[src/rtl/kfp_pkg.sv]
// ----------------------------------------------------------------------------
// kfp_pkg
// Shared types and character codes for the keypad frame parser.
// ----------------------------------------------------------------------------
`default_nettype none

package kfp_pkg;

  // frame characters
  localparam logic [7:0] ChLt      = 8'h3C;  // '<'
  localparam logic [7:0] ChK       = 8'h4B;  // 'K'
  localparam logic [7:0] ChP       = 8'h50;  // 'P'
  localparam logic [7:0] ChColon   = 8'h3A;  // ':'
  localparam logic [7:0] ChEq      = 8'h3D;  // '='
  localparam logic [7:0] ChGt      = 8'h3E;  // '>'
  localparam logic [7:0] ChNl      = 8'h0A;  // newline
  localparam logic [7:0] ChOne     = 8'h31;  // '1'
  localparam logic [7:0] ChTwo     = 8'h32;  // '2'
  localparam logic [7:0] ChEight   = 8'h38;  // '8'
  localparam logic [7:0] ChZero    = 8'h30;  // '0'

  // whitespace skipped before a line starts
  localparam logic [7:0] ChSpace   = 8'h20;
  localparam logic [7:0] ChTab     = 8'h09;
  localparam logic [7:0] ChVtab    = 8'h0B;
  localparam logic [7:0] ChFf      = 8'h0C;
  localparam logic [7:0] ChCr      = 8'h0D;

  localparam int unsigned FrameLen = 9;

  // input kinds
  localparam logic KindByte = 1'b0;
  localparam logic KindPop  = 1'b1;

  // result kinds
  localparam logic ResLine  = 1'b0;
  localparam logic ResPop   = 1'b1;

  // packed key event: bit 4 module-1, bits 3:1 key-1, bit 0 value
  typedef logic [4:0] event_t;

  // line status from the parser
  typedef struct packed {
    logic   line_end;  // newline closing a nonempty line
    logic   ok;        // frame complete and matched
    event_t ev;        // decoded event
  } line_status_t;

  // result held between the state update and the output register
  typedef struct packed {
    logic       result_kind;
    logic       frame_ok;
    logic       got_event;
    logic       has_ev;
    logic       from_mem;   // event comes from the fifo read port
    event_t     ev;
    logic [4:0] fill;
  } result_t;

endpackage

`default_nettype wire

[src/rtl/kfp_line_parser.sv]
// ----------------------------------------------------------------------------
// kfp_line_parser
// Positional frame matcher for one received line.
// ----------------------------------------------------------------------------
`default_nettype none

module kfp_line_parser
  import kfp_pkg::*;
(
  input  wire logic         clk,
  input  wire logic         rst,
  input  wire logic         take,      // byte transfer accepted
  input  wire logic [7:0]   rx_byte,
  output line_status_t      status
);

  logic [3:0] char_pos;
  logic       line_started;
  logic       frame_good;
  event_t     captured_event;

  logic       is_nl;
  logic       is_blank;
  logic       match;
  event_t     ev_bits;
  logic [7:0] key_off;

  // character classes
  always_comb begin
    is_nl    = (rx_byte == ChNl);
    is_blank = (rx_byte inside {ChSpace, ChTab, ChVtab, ChFf, ChCr});
    key_off  = rx_byte - ChOne;
  end

  // expected character at the current position
  always_comb begin
    match   = 1'b1;
    ev_bits = '0;
    case (char_pos)
      4'd0: match = (rx_byte == ChLt);
      4'd1: match = (rx_byte == ChK);
      4'd2: match = (rx_byte == ChP);
      4'd3: begin
        match      = (rx_byte inside {[ChOne:ChTwo]});
        ev_bits[4] = match & (rx_byte == ChTwo);
      end
      4'd4: match = (rx_byte == ChColon);
      4'd5: begin
        match        = (rx_byte inside {[ChOne:ChEight]});
        ev_bits[3:1] = match ? key_off[2:0] : 3'd0;
      end
      4'd6: match = (rx_byte == ChEq);
      4'd7: begin
        match      = (rx_byte == ChZero) || (rx_byte == ChOne);
        ev_bits[0] = match & (rx_byte == ChOne);
      end
      4'd8: match = (rx_byte == ChGt);
      default: match = 1'b1;
    endcase
  end

  // status seen by the newline
  always_comb begin
    status.line_end = take & is_nl & line_started;
    status.ok       = frame_good & (char_pos >= 4'(FrameLen));
    status.ev       = captured_event;
  end

  // line state
  always_ff @(posedge clk) begin
    if (rst) begin
      char_pos       <= '0;
      line_started   <= 1'b0;
      frame_good     <= 1'b1;
      captured_event <= '0;
    end else if (take) begin
      if (is_nl) begin
        if (line_started) begin
          char_pos       <= '0;
          line_started   <= 1'b0;
          frame_good     <= 1'b1;
          captured_event <= '0;
        end
      end else if (line_started || !is_blank) begin
        line_started <= 1'b1;
        if (char_pos < 4'(FrameLen)) begin
          char_pos       <= char_pos + 4'd1;
          frame_good     <= frame_good & match;
          captured_event <= captured_event | ev_bits;
        end
      end
    end
  end

endmodule

`default_nettype wire

[src/rtl/kfp_event_fifo.sv]
// ----------------------------------------------------------------------------
// kfp_event_fifo
// Ring buffer of key events; a push when full drops the oldest entry.
// ----------------------------------------------------------------------------
`default_nettype none

module kfp_event_fifo
  import kfp_pkg::*;
#(
  parameter int unsigned FIFO_DEPTH = 16
)(
  input  wire logic   clk,
  input  wire logic   rst,
  input  wire logic   push,
  input  event_t      push_ev,
  input  wire logic   pop,        // pop request, ignored when empty
  output logic        empty,
  output logic [4:0]  fill_next,  // fill level after this transfer
  output event_t      rd_data     // registered read of the popped entry
);

  localparam int unsigned PW = $clog2(FIFO_DEPTH);
  localparam int unsigned CW = $clog2(FIFO_DEPTH + 1);
  localparam logic [PW-1:0] LastIdx = PW'(FIFO_DEPTH - 1);
  localparam logic [CW-1:0] FullCnt = CW'(FIFO_DEPTH);

  event_t        mem [FIFO_DEPTH];
  logic [PW-1:0] write_ptr;
  logic [PW-1:0] read_ptr;
  logic [CW-1:0] event_count;
  logic [CW-1:0] event_count_next;
  logic          full;
  logic          pop_en;
  logic [PW-1:0] wr_inc;
  logic [PW-1:0] rd_inc;

  // flags and wrapped increments
  always_comb begin
    empty  = (event_count == '0);
    full   = (event_count == FullCnt);
    pop_en = pop & !empty;
    wr_inc = (write_ptr == LastIdx) ? '0 : write_ptr + 1'b1;
    rd_inc = (read_ptr == LastIdx) ? '0 : read_ptr + 1'b1;
  end

  // fill after this transfer
  always_comb begin
    event_count_next = event_count;
    if (push && !full) begin
      event_count_next = event_count + 1'b1;
    end else if (pop_en) begin
      event_count_next = event_count - 1'b1;
    end
    fill_next = 5'(event_count_next);
  end

  // pointers and count
  always_ff @(posedge clk) begin
    if (rst) begin
      write_ptr   <= '0;
      read_ptr    <= '0;
      event_count <= '0;
    end else begin
      event_count <= event_count_next;
      if (push) begin
        write_ptr <= wr_inc;
        if (full) begin
          read_ptr <= rd_inc;
        end
      end else if (pop_en) begin
        read_ptr <= rd_inc;
      end
    end
  end

  // storage, one write and one registered read port
  always_ff @(posedge clk) begin
    if (push) begin
      mem[write_ptr] <= push_ev;
    end
    if (pop_en) begin
      rd_data <= mem[read_ptr];
    end
  end

endmodule

`default_nettype wire

[src/rtl/keypad_frame_parser_fifo.sv]
// ----------------------------------------------------------------------------
// keypad_frame_parser_fifo
// Keypad frame parser with a key event fifo, stream in and stream out.
// ----------------------------------------------------------------------------
// One transfer is taken every clock cycle unless a stall on the master side
// has filled the holding stage. A byte transfer updates the line matcher; a
// newline closing a nonempty line gives a status result and, for a valid
// <KPm:k=v> frame, pushes the event. A pop transfer always gives an answer. A
// result is registered in the holding stage, with the fifo's registered read,
// then in the output register. Stalls on the master side fill a one-entry
// holding stage before the slave side stops. No clearing pass after reset.
`default_nettype none

module keypad_frame_parser_fifo
  import kfp_pkg::*;
#(
  parameter int unsigned FIFO_DEPTH = 16
)(
  input  wire logic        clk,
  input  wire logic        rst,
  input  wire logic        s_tvalid,
  output logic             s_tready,
  input  wire logic [7:0]  s_tdata,   // [7:0] rx_byte
  input  wire logic [0:0]  s_tuser,   // [0] kind
  output logic             m_tvalid,
  input  wire logic        m_tready,
  output logic [15:0]      m_tdata,   // [0] frame_ok, [1] got_event, [3:2] module_num,
                                      // [7:4] key_num, [8] key_value, [13:9] fill_level
  output logic [0:0]       m_tuser    // [0] result_kind
);

  logic         acc;
  logic         is_pop;
  logic         byte_take;
  line_status_t line;
  logic         push;
  logic         fifo_empty;
  logic [4:0]   fill_next;
  event_t       rd_data;

  result_t      hold;
  logic         hold_valid;
  result_t      hold_next;
  logic         hold_load;
  logic         advance;
  event_t       out_ev;

  // input handshake
  always_comb begin
    advance   = hold_valid & (!m_tvalid | m_tready);
    s_tready  = !hold_valid | advance;
    acc       = s_tvalid & s_tready;
    is_pop    = (s_tuser[0] == KindPop);
    byte_take = acc & !is_pop;
    push      = line.line_end & line.ok;
  end

  kfp_line_parser u_parser (
    .clk     (clk),
    .rst     (rst),
    .take    (byte_take),
    .rx_byte (s_tdata),
    .status  (line)
  );

  kfp_event_fifo #(
    .FIFO_DEPTH (FIFO_DEPTH)
  ) u_fifo (
    .clk       (clk),
    .rst       (rst),
    .push      (push),
    .push_ev   (line.ev),
    .pop       (acc & is_pop),
    .empty     (fifo_empty),
    .fill_next (fill_next),
    .rd_data   (rd_data)
  );

  // result of the accepted transfer
  always_comb begin
    hold_load             = (acc & is_pop) | line.line_end;
    hold_next.result_kind = is_pop ? ResPop : ResLine;
    hold_next.frame_ok    = !is_pop & line.ok;
    hold_next.got_event   = is_pop & !fifo_empty;
    hold_next.has_ev      = is_pop ? !fifo_empty : line.ok;
    hold_next.from_mem    = is_pop;
    hold_next.ev          = line.ev;
    hold_next.fill        = fill_next;
  end

  // holding stage
  always_ff @(posedge clk) begin
    if (rst) begin
      hold_valid <= 1'b0;
    end else begin
      hold_valid <= hold_load | (hold_valid & !advance);
    end
  end

  always_ff @(posedge clk) begin
    if (hold_load) begin
      hold <= hold_next;
    end
  end

  // output register with event decode
  always_comb begin
    out_ev = hold.from_mem ? rd_data : hold.ev;
  end

  always_ff @(posedge clk) begin
    if (rst) begin
      m_tvalid <= 1'b0;
    end else begin
      m_tvalid <= advance | (m_tvalid & !m_tready);
    end
  end

  always_ff @(posedge clk) begin
    if (advance) begin
      m_tuser[0]     <= hold.result_kind;
      m_tdata[0]     <= hold.frame_ok;
      m_tdata[1]     <= hold.got_event;
      m_tdata[3:2]   <= hold.has_ev ? {1'b0, out_ev[4]} + 2'd1 : 2'd0;
      m_tdata[7:4]   <= hold.has_ev ? {1'b0, out_ev[3:1]} + 4'd1 : 4'd0;
      m_tdata[8]     <= hold.has_ev & out_ev[0];
      m_tdata[13:9]  <= hold.fill;
      m_tdata[15:14] <= 2'b00;
    end
  end

endmodule

`default_nettype wire

[config.mk]
export PLATFORM = sky130hd
export DESIGN_NAME = keypad_frame_parser_fifo
export DESIGN_NICKNAME = d
export VERILOG_FILES = /design/src/rtl/kfp_pkg.sv /design/src/rtl/kfp_line_parser.sv /design/src/rtl/kfp_event_fifo.sv /design/src/rtl/keypad_frame_parser_fifo.sv
export SDC_FILE = /design/constraint.sdc
export NUM_CORES = 1
export LEC_CHECK = 0
export ABC_AREA = 1
export BUFFER_PORTS_ARGS = -buffer_cell sky130_fd_sc_hd__buf_2
export CAP_MARGIN = 20
export CORE_MARGIN = 5
export CORE_UTILIZATION = 37
export DETAILED_ROUTE_END_ITERATION = 7
export SYNTH_ARGS = -nofsm -noshare
export SYNTH_HDL_FRONTEND = slang
export SYNTH_SLANG_ARGS = --single-unit
export TNS_END_PERCENT = 50
[constraint.sdc]
create_clock -name clk -period 1.96 [get_ports clk]
set_clock_uncertainty 0.05 [all_clocks]
set_input_delay 0.294 -clock clk [delete_from_list [all_inputs] [get_ports clk]]
set_output_delay 0.294 -clock clk [all_outputs]
set_load 0.005 [all_outputs]
==> impl_summary.md, run 1 <==
Synthesis
Sorting the synthesized cells by area gives the leading types as edfxtp_1, dfxtp_1, nand2_1, nor2_1, o21ai_0. The gate count after technology mapping is 628. The number of distinct library cell variants in the gate-level netlist after synthesis is 34. A synthesized cell averages 10.1 µm². In this run the cell area of the synthesized design comes to 0.00636 mm². After synthesis the netlist holds a flip-flop and latch count of 140. The portion of synthesized cell area occupied by the leading cell type is 0.538. The top cell type by total area after synthesis is edfxtp_1. For this run, the register share of the synthesized area comes to 0.620. The total number of yosys warnings is 0.

Pwr
After layout, the design draws a total of 0.00690 W. The maximum vdd drop is 611 µV. For this design the static power due to leakage is 3.12 nW. For this design the ratio of total power to cell area is 896 mW/mm².

Timing
Setup repair after global routing could not meet its margin everywhere. Static timing analysis puts the maximum clock frequency at 545 MHz. The max-slew violation count came to 0. Of the available clock period, the critical path in the final layout requires 0.936. Adding up every negative setup slack in the final design gives 0 ns. The final count of hold timing violations came to 0.

Across all hold checks on the routed design, the worst slack comes to 0.0757 ns. The minimum clock period is 1.83 ns. Setup violations remaining at the end of the flow were counted as 0.

Clock tree
The cell at the root of the clock tree is clkbuf_16. Clock-pin slew was measured on the worst setup and hold paths at 0.06 ns. Clock latency on the worst-skew pair, taken at its later pin, is 0.42 ns. The number of sinks driven by the clock tree is 140.

The TritonCTS clock tree is yes. The number of buffers inserted by hold repair at cts is 0. The number of buffers between clock root and the deepest sink is 2. The H-tree level count is 4. The number of buffers inserted during clock tree synthesis is 17.

Worst setup path
The critical path startpoint is u_fifo.event_count[0]. STA classifies the critical path startpoint as a register. By startpoint and endpoint, the worst setup path is classified as reg -> reg. In this run the critical register-to-register path is captured at hold[2]. Of all nets on the critical path, the largest fanout is 5.

The number of cells traversed by the worst register-to-register path is 13. For the worst setup path, the data required time is 2.08 ns. STA classifies the critical path endpoint as a register.

For the worst setup path, the data arrival time is 1.96 ns. The end point of the critical path is hold[2]. The reg2reg setup slack is 0.13 ns.

In this run the critical register-to-register path is launched from u_fifo.event_count[0].

Floorplanning
The die is 141 µm wide. The number of rows in the core area is 48. The count of boundary I/O pins is 32.

The core region is 0.0171 mm². For this configuration, the core starts out at a cell density of 0.373. The die covers 0.0199 mm². The vertical die dimension is 141 µm.

Route
The per-cell routed wire length is 14.7 µm. After detailed routing, the number of vias per cell comes to 4.84. The violation count after the first detailed-route iteration is 382. The DRC violation count after routing is 0. The antenna violation net count after detailed routing is 0. The routed layout has 4,562 vias.

The number of optimization iterations in the first detailed-route pass is 5. The routed design has 13,800 µm of wire.

Placement
Detailed placement finished with a half-perimeter wire length of 9930 µm. The congestion estimate from routability-driven global placement came to 0.911. The number of input and output port buffers inserted is 29.

The cell count after placement is 906.

GRT
The largest net degree at the start of global routing is 24. The wire length of the first global-routing pass is 22,000 µm. Global routing finished with a remaining overflow of 0. The global-route total usage across every layer is 0.145. The number of antenna violations at the first check in global routing is 0. The via count of the first global-routing pass is 4,349.

Finish
The repair_antennas step left the layout with diodes totalling 0. The library cells used most frequently in the layout, excluding fill and tap cells, are edfxtp_1, nand2_1, nor2_1. The finished layout holds 942 standard cells, fillers aside. The fraction of layout instances using a drive strength above 1 is 0.206.

The library cell used most frequently in the layout, excluding fill and tap cells, is edfxtp_1. At the end of the flow, the number of nets in the layout was 734. The filler cell count is 1,585. Measured on the finished design, the core utilization comes to 0.452. The relative area change from synthesis to final layout is 21.1%.

Flow run
The number of maximum-capacitance constraint violations is 0.

Outcome
The run finished with clean final reports.

Worst hold path
The class of the most critical hold timing path is in -> reg.
==> worst max-delay path, cell delays in order, from the launching register on <==
cell     delay (ns)
dfxtp_2        0.34
inv_2          0.08
ha_1           0.17
inv_1          0.05
nor2_2         0.13
nand2_2        0.08
inv_2          0.06
nand2_1        0.06
nand2_2        0.12
inv_1          0.11
o21ai_2        0.08
o21ai_0        0.10
nand2_1        0.09
nand2_1        0.07
==> cells in the mapped netlist <==
cell type / n
nand2_1: 109
a21boi_0: 1
nand2_4: 2
dfxtp_1: 26
nand2_2: 3
o31ai_1: 1
ha_1: 17
o21a_1: 1
nor2_1: 92
nand4_4: 2
o22ai_1: 14
nand3_1: 36
inv_2: 9
nor2_2: 4
nor3_1: 5
conb_1: 1
a21oi_1: 28
clkbuf_1: 13
buf_4: 2
clkinv_4: 1
nand3b_1: 1
nand4_1: 3
buf_1: 2
o211ai_1: 3
edfxtp_1: 114
xor2_1: 8
o21ai_0: 52
nand4_2: 1
nand3_2: 4
o221ai_1: 7
o21ai_1: 7
inv_1: 55
or2_2: 2
nor2_4: 2
==> what timing repair did <==
item | in CTS | in global routing
setup endpoints to repair | 61 | 87
buffers inserted | 0 | 4
resized for setup | 5 | 11
pin swaps | 0 | 1
==> area by class of cell <==
| class | count | area (µm²) | share of cell area |
|---|---|---|---|
| inverter | 65 | 249 | 0.0323 |
| multi-input combinational | 407 | 2140 | 0.278 |
| clock buffer | 19 | 433 | 0.0562 |
| tap | 225 | 282 | 0.0365 |
| timing repair buffer | 73 | 488 | 0.0633 |
| sequential | 140 | 3950 | 0.512 |
| clock inverter | 13 | 166 | 0.0216 |
==> sequential cells by signal (all words and copies together) (netlist names) <==
name                     cells
hold                        14
u_parser.char_pos            4
u_fifo.event_count           5
m_tvalid                     1
u_fifo.mem                  80
u_parser.line_started        1
u_fifo.write_ptr             4
u_parser.frame_good          1
m_tdata                     14
hold_valid                   1
m_tuser                      1
u_fifo.read_ptr              4
u_parser.captured_event      5
u_fifo.rd_data               5
==> per-stage QoR <==
| step | area [µm²] | worst slack, ns |
|---|---|---|
| floorplan | 6370 | 0.0823 |
| global placement | 7040 | 0.00879 |
| detailed placement | 7040 | -0.0585 |
| CTS | 7650 | -0.00128 |
| global route | 7710 | -0.0388 |
| finish | 7710 | 0.125 |
==> cell families after synthesis <==
kind of cell | count (synthesis) | synth area share
xor gates and xnor gates | 8 | 0.0110
DFF | 140 | 0.620
AOI/OAI and AO/OA | 114 | 0.0989
and+or+nand+nor | 266 | 0.186
buffers and inverters | 82 | 0.0503
other | 1 | 0.000589
adders and majority gates | 17 | 0.0334
==> how the worst min path moves through the flow <==
stage / from / to / slack, ns / cells past startpoint
2_1_floorplan: rst / u_fifo.event_count[0] / 0.31 / 1
3_3_place_gp: hold[1] / m_tdata[10] / 0.35 / 0
3_5_place_dp: hold[1] / m_tdata[10] / 0.35 / 0
4_1_cts: s_tuser / hold[14] / 0.06 / 1
5_1_grt: s_tuser / hold[14] / 0.06 / 1
6_report: s_tuser / hold[14] / 0.08 / 1
==> power breakdown <==
group	internal [W]	switching, W	leakage [nW]
clock	0.00200	0.00122	0.284
combinational	0.000152	0.000271	1.52
sequential	0.00324	0.0000233	1.31
total	0.00539	0.00151	3.12
==> layer usage <==
layer / up-vias / share of wire / GRT usage
met5: - / 0 / 0
met1: 2143 / 0.46 / 0.179
met3: 20 / 0.041 / 0.0438
met4: 0 / 0.016 / 0.0530
met2: 94 / 0.48 / 0.240
li1: 2305 / - / -
Note: power is estimated with default switching activity, not from simulation.
==> run 2, diff against run 1 <==
--- a/config.mk
+++ b/config.mk
@@ -11,6 +11,7 @@
 export CORE_MARGIN = 5
 export CORE_UTILIZATION = 37
 export DETAILED_ROUTE_END_ITERATION = 7
+export REMOVE_ABC_BUFFERS = 1
 export SYNTH_ARGS = -nofsm -noshare
 export SYNTH_HDL_FRONTEND = slang
 export SYNTH_SLANG_ARGS = --single-unit
==> run 2 against run 1 <==
Net effect: flip-flop and latch count did not move; sequential share of layout area rose by 0.37 points; register-to-register slack got worse by 0.02 ns; critical path depth is 2 lower; maximum frequency decreased by 1.3%; global-route usage shrank 0.093 points; via count rose by 2.8%; die area is the same; routed wire length up 0.46%; worst hold slack better by 0.022 ns; clock power shrank 7.1%; combinational power about the same.
==> impl_summary.md, run 2 (synthesis gave the netlist of run 1 again) <==
GRT
The number of antenna violations at the first check in global routing is 0 (unchanged). The wire length of the first global-routing pass came to 22,700 µm (+2.9%). The global-route total usage across every layer is 0.144 (-0.000928). The largest net degree at the start of global routing was 43 (+79%). The remaining global-route overflow is 0 (unchanged). The via count of the first global-routing pass is 4,493 (+3.3%).

Route
The DRC violation count after routing is 0 (unchanged). The per-cell routed wire length is 14.8 µm (+0.89%). The number of optimization iterations in the first detailed-route pass is 5 (unchanged). The antenna violation net count after detailed routing came to 0 (unchanged). The violation count after the first detailed-route iteration is 452 (+18%). The detailed-route wire length is 13,900 µm (+0.46%). The number of vias per cell is 5.00 (+3.2%). The detailed-route via count is 4,688 (+2.8%).

Clock tree
The cell at the root of the clock tree is clkbuf_16. The number of sinks driven by the clock tree was 140 (unchanged). The H-tree level count is 4 (unchanged). The clock transition at the register clock pins on the worst setup and hold paths after CTS was 0.06 ns (about the same). The number of buffers inserted during clock tree synthesis is 17 (unchanged).

The TritonCTS clock tree is yes. The number of buffers between clock root and the deepest sink is 2 (unchanged). The number of buffers inserted by hold repair at cts is 0 (unchanged). The clock latency of the later-clocked register in the worst-skew pair was 0.41 ns (about the same).

Finish
The filler cell count came to 1,585 (unchanged). The most common cell after layout, fill and taps aside is edfxtp_1. The number of nets at the end of the flow is 732 (-0.27%). The register with the most flip-flops in the final layout is u_fifo.mem. The number of antenna cells inserted is 0 (unchanged). The largest registers in the layout are u_fifo.mem x80, hold x14, m_tdata x14. The post-route cell area was 0.00766 mm² (-0.65%). The fraction of layout instances using a drive strength above 1 is 0.202 (-0.00445). From synthesis to final layout, the design area changed by 20.3%. The utilization after layout is 0.449 (-0.00294).

The number of cells in the finished layout apart from fillers is 938 (-0.42%). The number of flip-flops in the largest register is 80 (unchanged). In the layout the commonest cells are edfxtp_1, nand2_1, nor2_1.

Timing
The worst-margin pin slew is 0.783 ns. The part of the cycle the worst path needs is 0.949 (+0.0124). The worst hold slack is 0.0977 ns (+0.0220 ns). The final total negative setup slack is 0 ns (unchanged). The total setup violations reported at the end of the flow is 0 (unchanged). Setup repair after global routing could not meet its margin everywhere. Headroom to the max-slew limit came out at 0.477. The minimum clock period is 1.86 ns (+0.0244 ns). The highest clock rate is 538 MHz (-1.3%). The max-slew violation count is 0 (unchanged). The final count of hold timing violations was 0 (unchanged).

Worst hold path
The class of the most critical hold timing path is in -> reg.

Worst setup path
The signal on the critical path passes through inv_2 -> ha_1 -> inv_1 -> nand3_2 -> nand3_2 -> inv_2 -> nand4_4 -> clkinv_4 -> nand2_2 -> nor3_2 -> buf_4. The category of the critical setup timing path is reg -> reg. The worst-path maximum fanout is 7 (+2).

The largest incremental delay on the critical path is 0.34 ns (about the same). The element type at the critical path start is a register. The required arrival time at the worst endpoint is 2.03 ns (-0.05 ns). The critical path capture point type is a register.

The arrival time of data at the critical path endpoint is 1.93 ns (-0.03 ns). On the critical path, the stage with the largest delay is an instance of dfxtp_2.

Placement
The post-detailed-placement cell area is 0.00704 mm² (unchanged). The global placement routability congestion was 0.885 (-2.9%). The placed wire-length estimate was 9950 µm (+0.20%). The number of input and output port buffers inserted came to 29 (unchanged).

The cell count after placement is 905 (-0.11%).

Flow run
The number of maximum-capacitance constraint violations is 0 (unchanged).

Pwr
The maximum vdd drop is 534 µV (-13%). The power per cell area is 872 mW/mm² (-2.7%). The leakage component of the power came to 3.08 nW (-1.2%).

Floorplanning
The area of the core region came to 0.0171 mm² (unchanged). The count of boundary I/O pins is 32 (unchanged). The vertical die dimension is 141 µm (unchanged).

The overall die width came to 141 µm (unchanged). The number of rows in the core area is 48 (unchanged). The starting density of the core is 0.373 (unchanged).

The area of the die is 0.0199 mm² (unchanged).

Outcome
The flow ran to the end, and the final reports show no timing, DRC or antenna violations.
[run 2: routing by layer]
metal | track usage | vias up | routed length, µm
met5 | 0 | - | 0
met4 | 0.0525 | 0 | 208
met3 | 0.0278 | 18 | 826
met2 | 0.239 | 157 | 6860
met1 | 0.187 | 2216 | 6010
li1 | - | 2297 | -
[run 2: stage by stage]
stage | setup WS [ns] | total power (W)
after floorplan | -0.440 | 0.00358
after global placement | 0.0226 | 0.00372
after detailed placement | -0.0360 | 0.00373
after CTS | 0.0206 | 0.00671
after global routing | -0.0405 | 0.00693
final | 0.101 | 0.00667
[run 2: path summary, 6_finish.rpt]
kind                                           start          endpoint  slack (ns)  cells past startpoint
worst max-delay path            u_parser.char_pos[1]  u_fifo.mem[7][2]        0.10                     11
worst min-delay path                         s_tuser          hold[14]         0.1                      1
worst max register to register  u_parser.char_pos[1]  u_fifo.mem[7][2]        0.10                     11
worst min register to register              hold[13]        m_tdata[0]        0.37                      0
[run 2: cell type report]
type,count,area (µm²),share of cell area
Multi-Input combinational cell,407,2140,0.279
Inverter,65,249,0.0325
Timing Repair Buffer,71,485,0.0634
Sequential cell,140,3950,0.516
Clock inverter,13,126,0.0165
Tap cell,225,282,0.0368
Clock buffer,17,425,0.0556
[run 2: power by group]
| part | total, W | switching, W | internal (W) | leakage [nW] |
|---|---|---|---|---|
| Combinational | 0.000423 | 0.000275 | 0.000148 | 1.52 |
| Clock | 0.00299 | 0.00115 | 0.00184 | 0.253 |
| Sequential | 0.00326 | 0.0000246 | 0.00324 | 1.31 |
| Total | 0.00667 | 0.00145 | 0.00522 | 3.08 |
[run 2: critical path: cells and delay by family (launching register included)]
kind	cells	cell delay [ns]
buffers and inverters	5	0.52
and+or+nand+nor	5	0.48
DFF	1	0.34
adders and majority gates	1	0.16
[run 2: what timing repair did]
| action | CTS | global route |
|---|---|---|
| setup endpoints to repair | 52 | 90 |
| pin swaps | 0 | 2 |
| setup buffers | 0 | 3 |
| gates resized for setup | 5 | 15 |
| cloned | 0 | 0 |
==> run 3, diff against run 2 <==
--- a/config.mk
+++ b/config.mk
@@ -8,6 +8,7 @@
 export ABC_AREA = 1
 export BUFFER_PORTS_ARGS = -buffer_cell sky130_fd_sc_hd__buf_2
 export CAP_MARGIN = 20
+export CORE_ASPECT_RATIO = 1.1
 export CORE_MARGIN = 5
 export CORE_UTILIZATION = 37
 export DETAILED_ROUTE_END_ITERATION = 7
==> run 3 against run 2 <==
Net effect: combinational power fell by 1%; via count is 1.9% lower; clock power up 4%; critical path depth unchanged; critical endpoint is now u_fifo.mem[8][1]; largest cell class unchanged; routed wire length fell by 1.9%.
==> impl_summary.md, run 3 (synthesis gave the netlist of run 1 again) <==
Outcome
The run finished with clean final reports.

Placement
The global placement routability congestion is 0.870 (-1.7%). The number of input and output port buffers inserted is 29 (unchanged). The placed wire-length estimate is 9580 µm (-3.7%). The cell count after placement is 913 (+0.88%).

GRT
The global-route total usage across every layer is 0.144 (-0.000195). The via count of the first global-routing pass is 4,474 (-0.42%). The number of antenna violations at the first check in global routing was 0 (unchanged). The largest net degree at the start of global routing is 31 (-28%). The remaining global-route overflow was 0 (unchanged).

The wire length of the first global-routing pass is 22,500 µm (-0.82%).

Timing
The worst-margin pin slew is 0.755 ns (-0.0280 ns). Setup repair after global routing could not meet its margin everywhere. The total setup violations reported at the end of the flow came to 0 (unchanged). The final total negative setup slack is 0 ns (unchanged). The part of the cycle the worst path needs came to 0.948 (about the same). The worst hold slack is 0.0870 ns (-0.0106 ns). The worst slew slack as a fraction of its limit is 0.496 (+0.0187). The highest clock rate was 538 MHz (about the same). The max-slew violation count is 0 (unchanged).

The final count of hold timing violations came to 0 (unchanged). The minimum clock period is 1.86 ns (-0.000750 ns).

Floorplanning
The count of boundary I/O pins is 32 (unchanged). The area of the die came to 0.0199 mm² (about the same). The number of rows in the core area is 50 (+4.2%). The overall die width is 135 µm (-4.3%).

The starting density of the core is 0.375 (+0.00226). The vertical die dimension is 148 µm (+4.5%). The area of the core region is 0.0170 mm² (-0.60%).

Worst setup path
The required arrival time at the worst endpoint is 2.03 ns (about the same). The reg2reg setup slack is 0.10 ns (about the same). The number of cells traversed by the worst register-to-register path is 11 (unchanged). Tracing the worst setup path back leads to its startpoint at u_parser.char_pos[1].

In this run the critical register-to-register path is launched from u_parser.char_pos[1]. The critical path in this run is classified as reg -> reg. The worst register-to-register path ends at u_fifo.mem[8][1]. The worst-path maximum fanout is 5 (-2). The critical path capture point type is a register. STA classifies the critical path startpoint as a register.

The arrival time of data at the critical path endpoint is 1.93 ns (about the same).

Route
The detailed-route via count is 4,597 (-1.9%). The detailed-route wire length is 13,600 µm (-1.9%). The number of vias per cell was 4.86 (-2.8%). The antenna violation net count after detailed routing came to 0 (unchanged). The per-cell routed wire length is 14.4 µm (-2.7%). The DRC violation count after routing is 0 (unchanged). The number of optimization iterations in the first detailed-route pass is 5 (unchanged). The violation count after the first detailed-route iteration is 408 (-9.7%).

Pwr
The internal power consumption is 0.00529 W (+1.2%). The leakage component of the power came to 3.10 nW (+0.76%). The part of the total power dissipated in combinational logic came to 0.062 (about the same). The power per cell area is 882 mW/mm² (+1.1%). The maximum vdd drop is 541 µV (+1.3%). The switching part of the total power is 0.221 (+0.00310).

The switching power summed over all nets is 0.00150 W (+3.1%). The part of the total power dissipated in sequential elements is 0.481 (-0.008). The clock network fraction of total power is 0.458 (+0.010).

Clock tree
The clock transition at the register clock pins on the worst setup and hold paths after CTS was 0.06 ns (about the same). The H-tree level count is 4 (unchanged). The TritonCTS clock tree is yes. The number of sinks driven by the clock tree is 140 (unchanged). The clock latency of the later-clocked register in the worst-skew pair is 0.41 ns (about the same). The number of buffers inserted during clock tree synthesis is 17 (unchanged). The root buffer cell chosen for the clock tree is clkbuf_16. The number of buffers between clock root and the deepest sink is 2 (unchanged).

Worst hold path
The hold-critical path depth is 1 (unchanged). The destination of the worst hold path is hold[14]. The startpoint of the most critical hold path is s_tuser. The worst hold path belongs to the class in -> reg.

Finish
Compared with the post-synthesis result, the final layout area differs by 20.9%. The filler cell count is 1,580 (-0.32%). The number of cells in the finished layout apart from fillers is 946 (+0.85%). The fraction of layout instances using a drive strength above 1 is 0.212 (+0.0101). The number of nets at the end of the flow is 729 (-0.41%). The number of antenna cells inserted is 0 (unchanged). The utilization after layout is 0.454 (+0.00486). The most flop-heavy register is u_fifo.mem.

The sequential cell area is 0.00395 mm² (about the same). The number of flip-flops in the largest register is 80 (unchanged). In the layout the commonest cells are edfxtp_1, nand2_1, nor2_1.

The combined area of the multi-input logic cells was 0.00216 mm² (+1.1%). The most common cell after layout, fill and taps aside is edfxtp_1. The largest registers in the layout are u_fifo.mem x80, hold x14, m_tdata x14.

Flow run
The number of maximum-capacitance constraint violations is 0 (unchanged).
## run 3: cell types whose count changed in the layout (fill, tap and decap cells not counted), moves of 3 or more
cell,delta
nand2_2,-3
nor2_2,+5
buf_4,-3
nor2_1,-4
clkinv_1,-3
clkinv_4,+3
## run 3: worst max-delay path by stage
stage | end | cells after the start
floorplan | u_fifo.rd_data[1] | 5
global placement | u_fifo.mem[4][3] | 10
detailed placement | u_parser.captured_event[3] | 15
CTS | u_fifo.mem[4][0] | 11
global route | u_fifo.mem[9][1] | 11
finish | u_fifo.mem[8][1] | 11
## run 3: cell type report
cell class / count / share of cell area
well taps: 234 / 0.0381
flip-flops and latches: 140 / 0.513
repair buffers: 68 / 0.0590
clock buffers: 18 / 0.0571
inverters: 65 / 0.0324
multi-input cells: 407 / 0.281
clock inverters: 14 / 0.0190
## run 3: through the flow
| stage | power, W | instance area (µm²) | setup slack [ns] |
|---|---|---|---|
| after floorplan | 0.00358 | 6290 | -0.440 |
| after global placement | 0.00372 | 7030 | 0.0214 |
| after detailed placement | 0.00373 | 7030 | -0.0396 |
| after CTS | 0.00683 | 7620 | -0.0193 |
| after global routing | 0.00703 | 7690 | -0.0227 |
| final | 0.00678 | 7690 | 0.102 |
## run 3: worst max-delay path, cell delays in order (launching register included)
cell      delay [ns]
dfxtp_2         0.34
inv_2           0.08
ha_2            0.17
inv_1           0.07
nand3_2         0.07
nand3_2         0.07
inv_2           0.10
nand4_4         0.11
clkinv_4        0.11
nand2_2         0.11
nor2_1          0.12
buf_4           0.15
## run 3: power by group through the flow
| stage | Clock, W | Sequential [W] | Combinational (W) |
|---|---|---|---|
| 2_1_floorplan | 0 | 0.00333 | 0.000249 |
| 3_3_place_gp | 0 | 0.00332 | 0.000400 |
| 3_5_place_dp | 0 | 0.00332 | 0.000405 |
| 4_1_cts | 0.00316 | 0.00326 | 0.000410 |
| 5_1_grt | 0.00330 | 0.00326 | 0.000474 |
| 6_report | 0.00310 | 0.00326 | 0.000418 |
## run 3: timing repair
item | CTS | global route
endpoints found under the hold margin | 0 | 0
pin swaps | 0 | 1
setup buffers | 0 | 1
gates resized for setup | 2 | 26
setup endpoints to repair | 26 | 98
hold buffers | 0 | 0
## run 3: metal layers
metal / global-route usage / wire [µm] / vias up
met5: 0 / 0 / -
met2: 0.241 / 6910 / 148
li1: - / - / 2295
met1: 0.184 / 5840 / 2146
met4: 0.0489 / 164 / 0
met3: 0.0306 / 722 / 8
